[src/rtl/lsps_pkg.sv]
// Shared types, constants and sequencing functions of the LED status pattern sequencer.
package lsps_pkg;

  // Number of pattern phases; nibbles of the 32-bit mask give their durations.
  localparam int PHASE_COUNT  = 8;
  localparam int PHASE_W      = $clog2(PHASE_COUNT);
  localparam int NIBBLE_COUNT = 32 / 4;

  // Configuration port.
  localparam int CFG_ADDR_W  = 3;
  localparam int CFG_DATA_W  = 32;
  localparam logic REG_UNIT_TICKS = 1'b0;
  localparam logic [15:0] UNIT_TICKS_RESET = 16'd1;

  // Opcodes.
  localparam logic [2:0] OP_TICK   = 3'd0;
  localparam logic [2:0] OP_STATUS = 3'd1;
  localparam logic [2:0] OP_BLINK  = 3'd2;
  localparam logic [2:0] OP_STEADY = 3'd3;
  localparam logic [2:0] OP_ACCESS = 3'd4;

  // Status codes and their duration masks.
  localparam logic [2:0] ST_ERROR   = 3'd0;
  localparam logic [2:0] ST_AP      = 3'd1;
  localparam logic [2:0] ST_CONNECT = 3'd2;
  localparam logic [2:0] ST_IDLE    = 3'd3;
  localparam logic [2:0] ST_ACTIVE  = 3'd4;

  localparam logic [31:0] MASK_ERROR   = 32'h2323_2328;
  localparam logic [31:0] MASK_AP      = 32'h0000_111d;
  localparam logic [31:0] MASK_CONNECT = 32'h0000_001f;
  localparam logic [31:0] MASK_IDLE    = 32'h0000_00f1;
  localparam logic [31:0] MASK_ACTIVE  = 32'h0000_0088;
  localparam logic [31:0] MASK_ON      = 32'h0000_0000;
  localparam logic [31:0] MASK_OFF     = 32'hffff_ffff;

  // Wait durations in timing units, and the burst length of a failed access.
  localparam logic [4:0] FLASH_UNITS = 5'd4;
  localparam logic [4:0] BLINK_UNITS = 5'd1;
  localparam logic [7:0] FAIL_BLINKS = 8'd2;

  typedef enum logic [5:0] {
    MODE_STEADY    = 6'b000001,
    MODE_PATTERN   = 6'b000010,
    MODE_FLASH     = 6'b000100,
    MODE_BURST_ON  = 6'b001000,
    MODE_BURST_OFF = 6'b010000,
    MODE_TAIL      = 6'b100000
  } mode_t;

  // Points at which the sequencer resumes after a wait or a wake.
  typedef enum logic [2:0] {
    GO_TOP        = 3'd0,
    GO_FLASH_DONE = 3'd1,
    GO_ON_DONE    = 3'd2,
    GO_OFF_DONE   = 3'd3,
    GO_TAIL_DONE  = 3'd4
  } go_t;

  typedef struct packed {
    logic [2:0] opcode;
    logic [2:0] status_code;
    logic [7:0] blink_count;
    logic       flag;
  } cmd_t;

  typedef struct packed {
    logic                  psel;
    logic                  penable;
    logic                  pwrite;
    logic [CFG_ADDR_W-1:0] paddr;
    logic [CFG_DATA_W-1:0] pwdata;
  } apb_req_t;

  typedef struct packed {
    logic [31:0]        mask;
    logic [7:0]         burst;
    logic               flash;
    logic               wake;
    logic [PHASE_W-1:0] phase;
    mode_t              mode;
    logic [4:0]         units;
    logic [15:0]        prescale;
    logic               red;
    logic               green;
  } seq_t;

  function automatic logic [31:0] status_mask(logic [2:0] code);
    logic [31:0] m;
    unique case (code)
      ST_ERROR:   m = MASK_ERROR;
      ST_AP:      m = MASK_AP;
      ST_CONNECT: m = MASK_CONNECT;
      ST_IDLE:    m = MASK_IDLE;
      ST_ACTIVE:  m = MASK_ACTIVE;
      default:    m = MASK_ON;
    endcase
    return m;
  endfunction

  // Phases past the last nibble of the mask read as zero.
  function automatic logic [3:0] nibble_at(logic [31:0] mask, logic [PHASE_W-1:0] ph);
    logic [31:0] sh;
    sh = mask >> {ph, 2'b00};
    if (32'(ph) >= 32'(NIBBLE_COUNT)) begin
      return 4'h0;
    end
    return sh[3:0];
  endfunction

  function automatic seq_t start_wait(seq_t s, mode_t m, logic [4:0] u);
    seq_t r;
    r = s;
    r.mode     = m;
    r.units    = u;
    r.prescale = '0;
    return r;
  endfunction

  // One pass through the pattern point. A pending wake is consumed here
  // instead of starting a wait; the caller then restarts from the top.
  function automatic seq_t pattern_step(seq_t s);
    seq_t               r;
    logic [PHASE_W-1:0] ph;
    logic [3:0]         d;
    r  = s;
    ph = '0;
    d  = '0;
    if (s.mask == MASK_ON || s.mask == MASK_OFF) begin
      r.red = (s.mask != MASK_ON);
      if (s.wake) begin
        r.wake = 1'b0;
      end else begin
        r.mode  = MODE_STEADY;
        r.units = '0;
      end
    end else begin
      if (32'(s.phase) + 32'd1 >= 32'(PHASE_COUNT)) begin
        ph = '0;
      end else begin
        ph = s.phase + PHASE_W'(1);
      end
      d = nibble_at(s.mask, ph);
      if (d == 4'h0) begin
        ph = '0;
        d  = nibble_at(s.mask, ph);
        if (d == 4'h0) begin
          d = 4'h1;
        end
      end
      r.phase = ph;
      r.red   = ph[0];
      if (s.wake) begin
        r.wake = 1'b0;
      end else begin
        r = start_wait(r, MODE_PATTERN, {d, 1'b0});
      end
    end
    return r;
  endfunction

  // Runs the sequencer from a resume point until it enters a wait. The pattern
  // point is reached at most twice: once with a pending wake, once without.
  function automatic seq_t seq_run(seq_t s, go_t at);
    seq_t r;
    logic to_burst;
    logic to_pattern;
    logic again;
    r          = s;
    to_burst   = 1'b0;
    to_pattern = 1'b0;
    again      = 1'b0;
    unique case (at)
      GO_TOP: begin
        if (r.flash) begin
          r.green = 1'b0;
          r = start_wait(r, MODE_FLASH, FLASH_UNITS);
        end else begin
          to_burst = 1'b1;
        end
      end
      GO_FLASH_DONE: begin
        r.green  = 1'b1;
        r.flash  = 1'b0;
        to_burst = 1'b1;
      end
      GO_ON_DONE: begin
        r.red = 1'b1;
        r = start_wait(r, MODE_BURST_OFF, BLINK_UNITS);
      end
      GO_OFF_DONE: begin
        if (r.burst <= 8'd1) begin
          r.burst = '0;
          r = start_wait(r, MODE_TAIL, BLINK_UNITS);
        end else begin
          r.burst = r.burst - 8'd1;
          r.red   = 1'b0;
          r = start_wait(r, MODE_BURST_ON, BLINK_UNITS);
        end
      end
      GO_TAIL_DONE: begin
        r.phase    = '0;
        to_pattern = 1'b1;
      end
      default: begin
      end
    endcase
    if (to_burst) begin
      if (r.burst != 8'd0) begin
        r.red = 1'b0;
        r = start_wait(r, MODE_BURST_ON, BLINK_UNITS);
      end else begin
        to_pattern = 1'b1;
      end
    end
    if (to_pattern) begin
      again = r.wake;
      r = pattern_step(r);
    end
    if (again) begin
      if (r.flash) begin
        r.green = 1'b0;
        r = start_wait(r, MODE_FLASH, FLASH_UNITS);
      end else if (r.burst != 8'd0) begin
        r.red = 1'b0;
        r = start_wait(r, MODE_BURST_ON, BLINK_UNITS);
      end else begin
        r = pattern_step(r);
      end
    end
    return r;
  endfunction

  function automatic go_t go_after(mode_t m);
    go_t g;
    unique case (m)
      MODE_FLASH:     g = GO_FLASH_DONE;
      MODE_BURST_ON:  g = GO_ON_DONE;
      MODE_BURST_OFF: g = GO_OFF_DONE;
      MODE_TAIL:      g = GO_TAIL_DONE;
      default:        g = GO_TOP;
    endcase
    return g;
  endfunction

endpackage

[src/rtl/lsps_cfg_regs.sv]
// Configuration register file: the timing unit length in tick requests.
module lsps_cfg_regs (
  input  logic                            clk,
  input  logic                            rst_n,
  input  lsps_pkg::apb_req_t              apb,
  output logic [lsps_pkg::CFG_DATA_W-1:0] prdata,
  output logic                            pready,
  output logic [15:0]                     unit_ticks
);

  logic [15:0] unit_ticks_r;
  logic        sel_unit_ticks;
  logic        wr_en;

  assign sel_unit_ticks = (apb.paddr[lsps_pkg::CFG_ADDR_W-1:2] == lsps_pkg::REG_UNIT_TICKS);
  assign wr_en          = apb.psel && apb.penable && apb.pwrite;
  assign pready         = 1'b1;

  always_ff @(posedge clk) begin
    if (!rst_n) begin
      unit_ticks_r <= lsps_pkg::UNIT_TICKS_RESET;
    end else if (wr_en && sel_unit_ticks) begin
      unit_ticks_r <= apb.pwdata[15:0];
    end
  end

  always_comb begin
    prdata = '0;
    if (sel_unit_ticks) begin
      prdata = {{(lsps_pkg::CFG_DATA_W - 16){1'b0}}, unit_ticks_r};
    end
  end

  assign unit_ticks = unit_ticks_r;

endmodule

[src/rtl/lsps_seq_core.sv]
// Sequencer state and its next-state logic for one accepted request.
module lsps_seq_core (
  input  logic           clk,
  input  logic           rst_n,
  input  logic           fire,
  input  lsps_pkg::cmd_t cmd,
  input  logic [15:0]    unit_ticks,
  output logic           red_nxt,
  output logic           green_nxt
);

  lsps_pkg::seq_t state_r;
  lsps_pkg::seq_t state_nxt;
  lsps_pkg::seq_t base;
  lsps_pkg::go_t  run_at;
  logic           run_en;
  logic           wake_en;
  logic [15:0]    prescale_inc;
  logic [31:0]    new_mask;

  always_comb begin
    base         = state_r;
    run_en       = 1'b0;
    run_at       = lsps_pkg::GO_TOP;
    wake_en      = 1'b0;
    prescale_inc = state_r.prescale + 16'd1;
    new_mask     = lsps_pkg::status_mask(cmd.status_code);
    if (fire) begin
      unique case (cmd.opcode)
        lsps_pkg::OP_TICK: begin
          if (state_r.mode != lsps_pkg::MODE_STEADY) begin
            if (prescale_inc < unit_ticks) begin
              base.prescale = prescale_inc;
            end else begin
              base.prescale = '0;
              if (state_r.units != 5'd0) begin
                base.units = state_r.units - 5'd1;
              end
              if (base.units == 5'd0) begin
                run_en = 1'b1;
                run_at = lsps_pkg::go_after(state_r.mode);
              end
            end
          end
        end
        lsps_pkg::OP_STATUS: begin
          base.burst = '0;
          if (new_mask != state_r.mask) begin
            base.mask = new_mask;
            wake_en   = 1'b1;
          end
        end
        lsps_pkg::OP_BLINK: begin
          base.burst = cmd.blink_count;
          wake_en    = 1'b1;
        end
        lsps_pkg::OP_STEADY: begin
          base.burst = '0;
          base.mask  = cmd.flag ? lsps_pkg::MASK_ON : lsps_pkg::MASK_OFF;
          wake_en    = 1'b1;
        end
        lsps_pkg::OP_ACCESS: begin
          if (cmd.flag) begin
            base.flash = 1'b1;
          end else begin
            base.burst = lsps_pkg::FAIL_BLINKS;
          end
          wake_en = 1'b1;
        end
        default: begin
        end
      endcase
    end
    // Steady and pattern waits end at once; flash and burst waits keep a note.
    if (wake_en) begin
      if (state_r.mode == lsps_pkg::MODE_STEADY || state_r.mode == lsps_pkg::MODE_PATTERN) begin
        base.wake = 1'b0;
        run_en    = 1'b1;
        run_at    = lsps_pkg::GO_TOP;
      end else begin
        base.wake = 1'b1;
      end
    end
    state_nxt = run_en ? lsps_pkg::seq_run(base, run_at) : base;
  end

  always_ff @(posedge clk) begin
    if (!rst_n) begin
      state_r.mask     <= lsps_pkg::MASK_OFF;
      state_r.burst    <= '0;
      state_r.flash    <= 1'b0;
      state_r.wake     <= 1'b0;
      state_r.phase    <= '0;
      state_r.mode     <= lsps_pkg::MODE_STEADY;
      state_r.units    <= '0;
      state_r.prescale <= '0;
      state_r.red      <= 1'b1;
      state_r.green    <= 1'b1;
    end else begin
      state_r <= state_nxt;
    end
  end

  assign red_nxt   = state_nxt.red;
  assign green_nxt = state_nxt.green;

  // Every wait other than the steady one has units left to run.
  a_units_in_wait: assert property (@(posedge clk) disable iff (!rst_n)
    (state_r.mode != lsps_pkg::MODE_STEADY) == (state_r.units != 5'd0))
    else $error("units left does not match the wait mode");

  // A deferred wake survives only across flash and burst waits.
  a_wake_deferred: assert property (@(posedge clk) disable iff (!rst_n)
    state_r.wake |-> (state_r.mode == lsps_pkg::MODE_FLASH ||
                      state_r.mode == lsps_pkg::MODE_BURST_ON ||
                      state_r.mode == lsps_pkg::MODE_BURST_OFF ||
                      state_r.mode == lsps_pkg::MODE_TAIL))
    else $error("wake pending outside a flash or burst wait");

  // Green is lit exactly while the flash wait runs.
  a_green_flash: assert property (@(posedge clk) disable iff (!rst_n)
    (state_r.green == 1'b0) == (state_r.mode == lsps_pkg::MODE_FLASH))
    else $error("green level out of step with the flash wait");

  // A tick in the steady wait leaves the state untouched.
  a_steady_tick: assert property (@(posedge clk) disable iff (!rst_n)
    (fire && cmd.opcode == lsps_pkg::OP_TICK && state_r.mode == lsps_pkg::MODE_STEADY)
    |=> $stable(state_r))
    else $error("tick changed state in the steady wait");

endmodule

[src/rtl/led_status_pattern_sequencer.sv]
// Top level of the LED status pattern sequencer: handshakes, result register, config port.
//
//   Channel  Direction  Handshake                 Payload
//   in_      request    in_valid / in_ready       opcode, status_code, blink_count, flag
//   out_     result     out_valid / out_ready     red_pin, green_pin (0 lit, 1 dark)
//   cfg_     register   APB, pready tied high     unit_ticks at byte address 0
//
// Every accepted request yields one result: the two pin levels after the request.
// One request per clock while in_ready is high; its result is registered the next cycle.
// The whole step (prescaler, wait counter, resume logic) is one combinational pass
// from the sequencer state, written back at the accept edge.
// in_ready drops only while a result waits in the result register and out_ready is low.
// Reset is synchronous and active low; it sets both sequencer levels dark, not the pins.
//
// Requests are ticks and commands. A tick advances the timing unit prescaler; when
// unit_ticks ticks have gone by one unit of the current wait is spent, and when the
// wait runs out the sequencer moves on: it ends a green flash, steps through a red
// burst, or moves the status pattern to its next phase. Pattern phases alternate
// dark and lit and each lasts twice the nibble of the status mask for that phase.
// Commands set the status mask, the steady level, a blink burst or an access result;
// any command but a status that keeps the mask ends a steady or pattern wait at once; one
// given in a flash or burst is kept, so that the next steady or pattern wait ends at once.
module led_status_pattern_sequencer (
  input  logic                                clk,
  input  logic                                rst_n,

  input  logic                                in_valid,
  output logic                                in_ready,
  input  logic [2:0]                          in_opcode,
  input  logic [2:0]                          in_status_code,
  input  logic [7:0]                          in_blink_count,
  input  logic                                in_flag,

  output logic                                out_valid,
  input  logic                                out_ready,
  output logic                                out_red_pin,
  output logic                                out_green_pin,

  input  logic                                cfg_psel,
  input  logic                                cfg_penable,
  input  logic                                cfg_pwrite,
  input  logic [lsps_pkg::CFG_ADDR_W-1:0]     cfg_paddr,
  input  logic [lsps_pkg::CFG_DATA_W-1:0]     cfg_pwdata,
  output logic [lsps_pkg::CFG_DATA_W-1:0]     cfg_prdata,
  output logic                                cfg_pready
);

  lsps_pkg::cmd_t     cmd;
  lsps_pkg::apb_req_t apb;
  logic [15:0]        unit_ticks;
  logic               fire;
  logic               red_nxt;
  logic               green_nxt;
  logic               out_valid_r;
  logic               out_red_r;
  logic               out_green_r;

  assign cmd.opcode      = in_opcode;
  assign cmd.status_code = in_status_code;
  assign cmd.blink_count = in_blink_count;
  assign cmd.flag        = in_flag;

  assign apb.psel    = cfg_psel;
  assign apb.penable = cfg_penable;
  assign apb.pwrite  = cfg_pwrite;
  assign apb.paddr   = cfg_paddr;
  assign apb.pwdata  = cfg_pwdata;

  // The result register frees up in the same cycle that its result is taken,
  // so back-to-back requests flow while the consumer keeps up.
  assign in_ready = !out_valid_r || out_ready;
  assign fire     = in_valid && in_ready;

  lsps_cfg_regs u_cfg (
    .clk        (clk),
    .rst_n      (rst_n),
    .apb        (apb),
    .prdata     (cfg_prdata),
    .pready     (cfg_pready),
    .unit_ticks (unit_ticks)
  );

  lsps_seq_core u_core (
    .clk        (clk),
    .rst_n      (rst_n),
    .fire       (fire),
    .cmd        (cmd),
    .unit_ticks (unit_ticks),
    .red_nxt    (red_nxt),
    .green_nxt  (green_nxt)
  );

  always_ff @(posedge clk) begin
    if (!rst_n) begin
      out_valid_r <= 1'b0;
    end else if (fire) begin
      out_valid_r <= 1'b1;
    end else if (out_ready) begin
      out_valid_r <= 1'b0;
    end
  end

  // Pin levels are payload and load only with a new result.
  always_ff @(posedge clk) begin
    if (fire) begin
      out_red_r   <= red_nxt;
      out_green_r <= green_nxt;
    end
  end

  assign out_valid     = out_valid_r;
  assign out_red_pin   = out_red_r;
  assign out_green_pin = out_green_r;

  // Each accepted request leaves a result ready on the next cycle.
  a_result_follows: assert property (@(posedge clk) disable iff (!rst_n)
    fire |=> out_valid_r)
    else $error("accepted request produced no result");

  // The result register is never overwritten while its result is still held.
  a_no_overwrite: assert property (@(posedge clk) disable iff (!rst_n)
    (out_valid_r && !out_ready) |-> !fire)
    else $error("request accepted while a result was stalled");

  // With nothing accepted, a taken result empties the register.
  a_drain: assert property (@(posedge clk) disable iff (!rst_n)
    (out_valid_r && out_ready && !fire) |=> !out_valid_r)
    else $error("result register did not drain");

endmodule
[config.mk]
export PLATFORM = sky130hd
export DESIGN_NAME = led_status_pattern_sequencer
export DESIGN_NICKNAME = d
export VERILOG_FILES = /design/src/rtl/lsps_pkg.sv /design/src/rtl/lsps_cfg_regs.sv /design/src/rtl/lsps_seq_core.sv /design/src/rtl/led_status_pattern_sequencer.sv
export SDC_FILE = /design/constraint.sdc
export NUM_CORES = 1
export LEC_CHECK = 0
export BUFFER_PORTS_ARGS = -buffer_cell sky130_fd_sc_hd__buf_2
export CAP_MARGIN = 20
export CORE_MARGIN = 2
export CORE_UTILIZATION = 45
export DETAILED_ROUTE_END_ITERATION = 12
export GPL_TIMING_DRIVEN = 0
export SLEW_MARGIN = 20
export SYNTH_ARGS = -nofsm -noshare
export SYNTH_HDL_FRONTEND = slang
export SYNTH_SLANG_ARGS = --single-unit
[constraint.sdc]
create_clock -name clk -period 10.95 [get_ports clk]
set_input_delay 1.095 -clock clk [delete_from_list [all_inputs] [get_ports clk]]
set_output_delay 1.095 -clock clk [all_outputs]
set_load 0.05 [all_outputs]
Word-level counts from Yosys, hierarchy flattened
Index checks and enable logic that the tools add are counted.
- add/subtract/negate cells: 7
- magnitude comparators: 4
- equality and inequality tests: 22
- shifts and indexed selects: 2
- mux-type cells: 91
- bitwise operators: 1
- reductions and logical operators: 27
- operators with widths (kind ; number):
    $pmux W30 S5 ; 1
    $mux W29 ; 4
    $mux W34 ; 3
    $mux W42 ; 2
    $pmux W28 S3 ; 1
    $mux W33 ; 2
    $eq A32 B32 Y1 const B ; 2
    $ge A32 B4 Y1 const B ; 2
    $logic_not A32 Y1 ; 2
    $mux W16 ; 4
    $mux W32 ; 2
    $pmux W32 S2 ; 1
    $reduce_bool A32 Y1 ; 2
    $shr A32 B5 Y4 ; 2
    $mux W21 ; 3
    $mux W3 ; 19
    $mux W11 ; 4
    $mux W41 ; 1
    $ne A30 B32 Y1 ; 1
    $mux W5 ; 6
    $mux W1 ; 24
    $pmux W8 S3 ; 1
    $eq A3 B2 Y1 const B ; 6
    $add A16 B1 Y16 const B ; 1
    other kinds (34) ; 58
- register bits after elaboration: 93
- input bits: 57
- output and inout port bits: 37
- logic and storage cells: 168

Depth between registers and ports, before layout
- word-level depth: 43
- mapped depth: 36
- depth with buffers taken out: 33

Cells and area by module
A second synthesis with hierarchy kept.
- cells, all modules: 973
- area, all modules: 7472.2 µm²
- by module, submodules not included (module ; instances ; cells an instance ; area an instance (µm²) ; seq. area each (µm²)):
    lsps_seq_core ; 1 ; 860 ; 6442.4 ; 1481.4
    lsps_cfg_regs ; 1 ; 106 ; 912.1 ; 320.3
    led_status_pattern_sequencer ; 1 ; 7 ; 117.6 ; 80.1

Least setup slack after synthesis
OpenSTA, ideal clock, no wires.
- kind: reg-to-reg
- from: reg u_core.state_r[2] in the netlist's numbering
- to: reg out_red_r (netlist: out_red_pin) (data pin)
- setup time: 263 ps
- arrival time: 7655 ps
- data required time: 10687 ps
- path slack: 3032 ps
- stages on the path, launching flop included: 36
- buffers on the path: 6
- clock period less this slack: 7918 ps
- cell sequence: dfxtp_1 > and3_1 > and3_1 > clkbuf_1 > nand2_1 > nor4_1 > nand3_1 > xnor2_1 > ha_1 > nand2_2 > or4_4 > o2bb2ai_1 > o2111ai_1 > buf_4 > nand2_1 > inv_1 > buf_2 > ha_1 > clkbuf_1 > o31ai_1 > a211oi_1 > o211ai_1 > a32o_1 > nand4b_1 > o21ai_1 > inv_2 > ha_1 > clkbuf_1 > clkbuf_1 > nand3_1 > o41a_1 > a32oi_1 > o2bb2ai_1 > o31ai_2 > nor2_1 > o31ai_1
- word-level cells in the longest chain between the ends: 36
- elaborated cells between the ends (all ways): 63
- classes of those cells: add/sub (5); order compare (3); eq/ne (4); shift (2); mux (44); reduce/logical (5)
- RTL lines (what ; RTL line ; RTL):
    from (decl) ; lsps_seq_core.sv:12 ; lsps_pkg::seq_t state_r;
    from (signal assigned) ; lsps_seq_core.sv:100 ; state_r <= state_nxt;
    $add A16 B1 Y16 (*) ; lsps_seq_core.sv:26 ; prescale_inc = state_r.prescale + 16'd1;
    $lt A16 B16 Y1 (*) ; lsps_seq_core.sv:32 ; if (prescale_inc < unit_ticks) begin
    $mux W3 ; lsps_seq_core.sv:32 ;
    $mux W3 ; lsps_seq_core.sv:31 ; if (state_r.mode != lsps_pkg::MODE_STEADY) begin
    $mux W3 ; lsps_seq_core.sv:29 ; unique case (cmd.opcode)
    $mux W3 ; lsps_seq_core.sv:28 ; if (fire) begin
    $mux W3 ; lsps_seq_core.sv:76 ; if (state_r.mode == lsps_pkg::MODE_STEADY || state_r.mode == lsps_pkg::MODE_PATTERN) begin
    $mux W3 ; lsps_seq_core.sv:75 ; if (wake_en) begin
    [21 not listed] ; -- ;
    $mux W3 ; lsps_pkg.sv:144 ; if (d == 4'h0) begin
    $mux W29 ; lsps_pkg.sv:153 ; if (s.wake) begin
    $mux W1 ; lsps_pkg.sv:129 ; if (s.mask == MASK_ON || s.mask == MASK_OFF) begin
    $mux W33 ; lsps_pkg.sv:224 ; end else if (r.burst != 8'd0) begin
    $mux W34 ; lsps_pkg.sv:221 ; if (r.flash) begin
    $mux W34 ; lsps_pkg.sv:220 ; if (again) begin
    $mux W42 (*) ; lsps_seq_core.sv:84 ; state_nxt = run_en ? lsps_pkg::seq_run(base, run_at) : base;
    net red_nxt ; led_status_pattern_sequencer.sv:52 ; logic red_nxt;
    to (signal assigned) ; led_status_pattern_sequencer.sv:106 ; out_red_r <= red_nxt;
    to (decl) ; led_status_pattern_sequencer.sv:55 ; logic out_red_r;
The timed path passes the listed nets; every way through them passes the cells marked *. The select of a mux whose other input is x is not followed.
A chain may end at the register's enable or synchronous reset.

Worst setup path after layout
- from: reg u_core.state_r[4] in the netlist's numbering
- to: reg out_red_r (netlist: out_red_pin) (data pin)
Same word-level chain as after synthesis.

==> results_dict.tcl <==
set metrics [dict create \
    min-delay-path-class "reg -> reg" \
    gp_congestion 0.953 \
    synth_ff_type "dfxtp_1" \
    grt_pass1_vias 6831 \
    cp_max_fo 10 \
    drtPass1Iterations 5 \
    vias 7710 \
    fillerInstances 1679 \
    io_buffers 55 \
    cts-resized-gates 0 \
    critical_path.slowest_cell "nor4_1" \
    clkTransAtPathRegs_ns 0.07 \
    ff2ff_path_depth 35 \
    finalPower_w 0.00118 \
    worst_pin_slew_ns 1.04 \
    timing.final.ws_setup_ns 0.680 \
    skew_ns 0.0142 \
    area_delta_synth_final_pct 12.2 \
    power.leakage_nw 3.23 \
    insertion_delay_ns 0.36 \
    wl_per_cell_um 18.3 \
    synthesis.area_um2 7300 \
    min_period_ns 10.27 \
    ant_nets 0 \
    viasPerCell 6.01 \
    rows 46 \
    ys_ff_latch 93 \
    power_density_nw_per_um2 144 \
    drc 0 \
    clock-sinks 93 \
    max_stage_delay_ns 0.72 \
    instances_no_fill 1282 \
    syn_area_per_cell_um2 7.45 \
    start_kind "flip-flop" \
    grt_max_degree 17 \
    layout_worst_path_cycle_share 0.938 \
    ys_warn_count 0 \
    yosysSeqAreaShare 0.258 \
    drtIter0Drc 716 \
    finalSetupTns_ns 0 \
    synthCells 979 \
    cap_viol_max_count 0 \
    drive_gt1_frac 0.128 \
    maxSlewViolCount 0 \
    peakVddDrop_v 0.0000886 \
    hpwl_um 18000 \
    rsz0062_at_grt "false" \
    grt_pass1_wl_um 36800 \
    n_antenna_cell 0 \
    crit_required_ns 11.04 \
    timing.fmax_mhz 97.4 \
    antenna_found_initial 0 \
    grt_usage 0.265 \
    dieArea_um2 17300 \
    nNetsFinal 1139 \
    crit_top_cell "clkbuf_1" \
    cts_root_buf "clkbuf_16" \
    hold_buffers 0 \
    worstPathArrival_ns 10.36 \
    cts_tree "built" \
    coreArea_um2 15900 \
    htreeDepth 3 \
    hold_viol 0 \
    whs_path_depth 2 \
    finalSetupViolations 0 \
    cts_max_path_buffers 2 \
    gr-total-overflow 0 \
    worst_setup_path_end_kind "flip-flop" \
    initial_core_util 0.459 \
    critPathKind "reg -> reg" \
    pre_cts_slack_ns 0.870 \
    cts_setup_buffers 0 \
    die_y_um 131 \
    status "finished clean" \
    ios 94 \
    die_w_um 131 \
    ys_types 93 \
    r2r_setup_slack_ns 0.68 \
    dp_cells 1266 \
    synth_edf_count 2 \
    max-slew-margin-rel 0.308 \
    postSynth.asyncResetShare 0 \
    cts_made_buffers 9 \
    routed_wl_um 23500 \
]
-- placed cells by master, fill, tap and decap left out, types with 17 or more instances in the layout --
cell	Yosys	routed
a21oi_1	62	62
buf_2	6	61
buf_4	20	20
clkbuf_1	39	39
conb_1	2	17
dfxtp_1	91	91
ha_1	21	21
inv_1	43	43
mux2i_1	24	24
nand2_1	110	110
nand3_1	31	31
nor2_1	107	107
nor3_1	27	27
o21ai_0	50	50
-- path summary, 6_finish.rpt --
check | start | to
setup / recovery | u_core.state_r[4]$_SDFF_PN0_ | out_red_pin$_DFFE_PP_
hold / removal | u_cfg.unit_ticks[2]$_SDFFE_PN0P_ | u_cfg.unit_ticks[2]$_SDFFE_PN0P_
setup reg to reg | u_core.state_r[4]$_SDFF_PN0_ | out_red_pin$_DFFE_PP_
hold reg to reg | u_cfg.unit_ticks[2]$_SDFFE_PN0P_ | u_cfg.unit_ticks[2]$_SDFFE_PN0P_
-- critical path: cells and delay by family, from the launching register on --
family	cells	cell delay (ns)
AOI/OAI and AO/OA	12	3.22
and+or+nand+nor	11	3.03
DFF	1	0.40
adders and majority gates	3	0.99
buffers and inverters	8	2.18
xor gates and xnor gates	1	0.20
-- stage by stage --
stage	instance area (um2)	utilization	hold slack [ns]
2_1_floorplan	7350	-	0.432
3_3_place_gp	7900	0.497	0.441
3_5_place_dp	7900	0.498	0.447
4_1_cts	8190	0.515	0.456
5_1_grt	8190	0.516	0.476
6_report	8190	0.516	0.454
-- logic make-up after synthesis --
logic type | synth area share
flops | 0.258
xor+xnor | 0.0264
simple gates | 0.278
other cells | 0.00103
buf+inv | 0.0720
fa+ha+maj | 0.0360
compound gates | 0.286
mux | 0.0427
-- cell usage after synthesis, types with 5 or more instances --
library cell    n  area, um2
nor2b_1         8       50.1
nand3b_1       12       90.1
nor4_1         11       68.8
a221oi_1        8       70.1
a211o_1         6       52.6
nor3b_1         6       45.0
o2111ai_1       5       43.8
and2_1          7       43.8
and3_1         16        100
inv_1          43        161
nand3_1        31        155
xor2_1         10       87.6
a211oi_1       10       75.1
mux2i_1        24        240
buf_2           6       30.0
o211ai_1       13       97.6
o31ai_1         6       45.0
clkbuf_1       39        146
a22oi_1        10       75.1
a21boi_0        5       37.5
nand4b_1        6       52.6
buf_4          20        150
dfxtp_1        91       1820
nand4_1        16        100
a21o_1         15        113
o21a_1          6       45.0
o31a_1          5       43.8
a21oi_1        62        310
nor3_1         27        135
xnor2_1        12        105
o21bai_1        5       37.5
or4_1           6       45.0
a31oi_1         9       56.3
nand2_1       110        413
o21ai_0        50        250
ha_1           21        263
nor2_1        107        402
or3_1          10       62.6
a2111oi_0       9       78.8
nand2b_1       10       62.6
-- routing by layer --
layer,routed length (um),share of wire,global-route usage,vias up
met5,0,0,0,-
met2,10400,0.44,0.418,317
met3,1650,0.071,0.0448,47
met4,610,0.026,0.0924,0
met1,10800,0.46,0.366,3580
li1,-,-,-,3766
-- where the power goes --
part           switching [W]  leakage, nW  internal [W]
Clock               0.000146        0.139      0.000162
Combinational       0.000321         2.34      0.000175
Sequential         0.0000223        0.755      0.000356
-- registers in the layout, summed over array words and instances (netlist names) --
| name | flops |
|---|---|
| out_red_pin | 1 |
| u_core.state_r | 63 |
| out_valid | 1 |
| u_core.base | 11 |
| u_cfg.unit_ticks | 16 |
| out_green_pin | 1 |
-- cell type report --
type / count / area, um2 / area share
multi-input cells: 785 / 4950 / 0.604
flip-flops and latches: 93 / 1880 / 0.230
plain buffers: 69 / 349 / 0.0426
repair buffers: 56 / 279 / 0.0341
well taps: 216 / 270 / 0.0330
clock buffers: 10 / 239 / 0.0292
inverters: 47 / 176 / 0.0215
clock inverters: 6 / 45.0 / 0.00550
No activity file was read; power rests on OpenSTA's default activity.
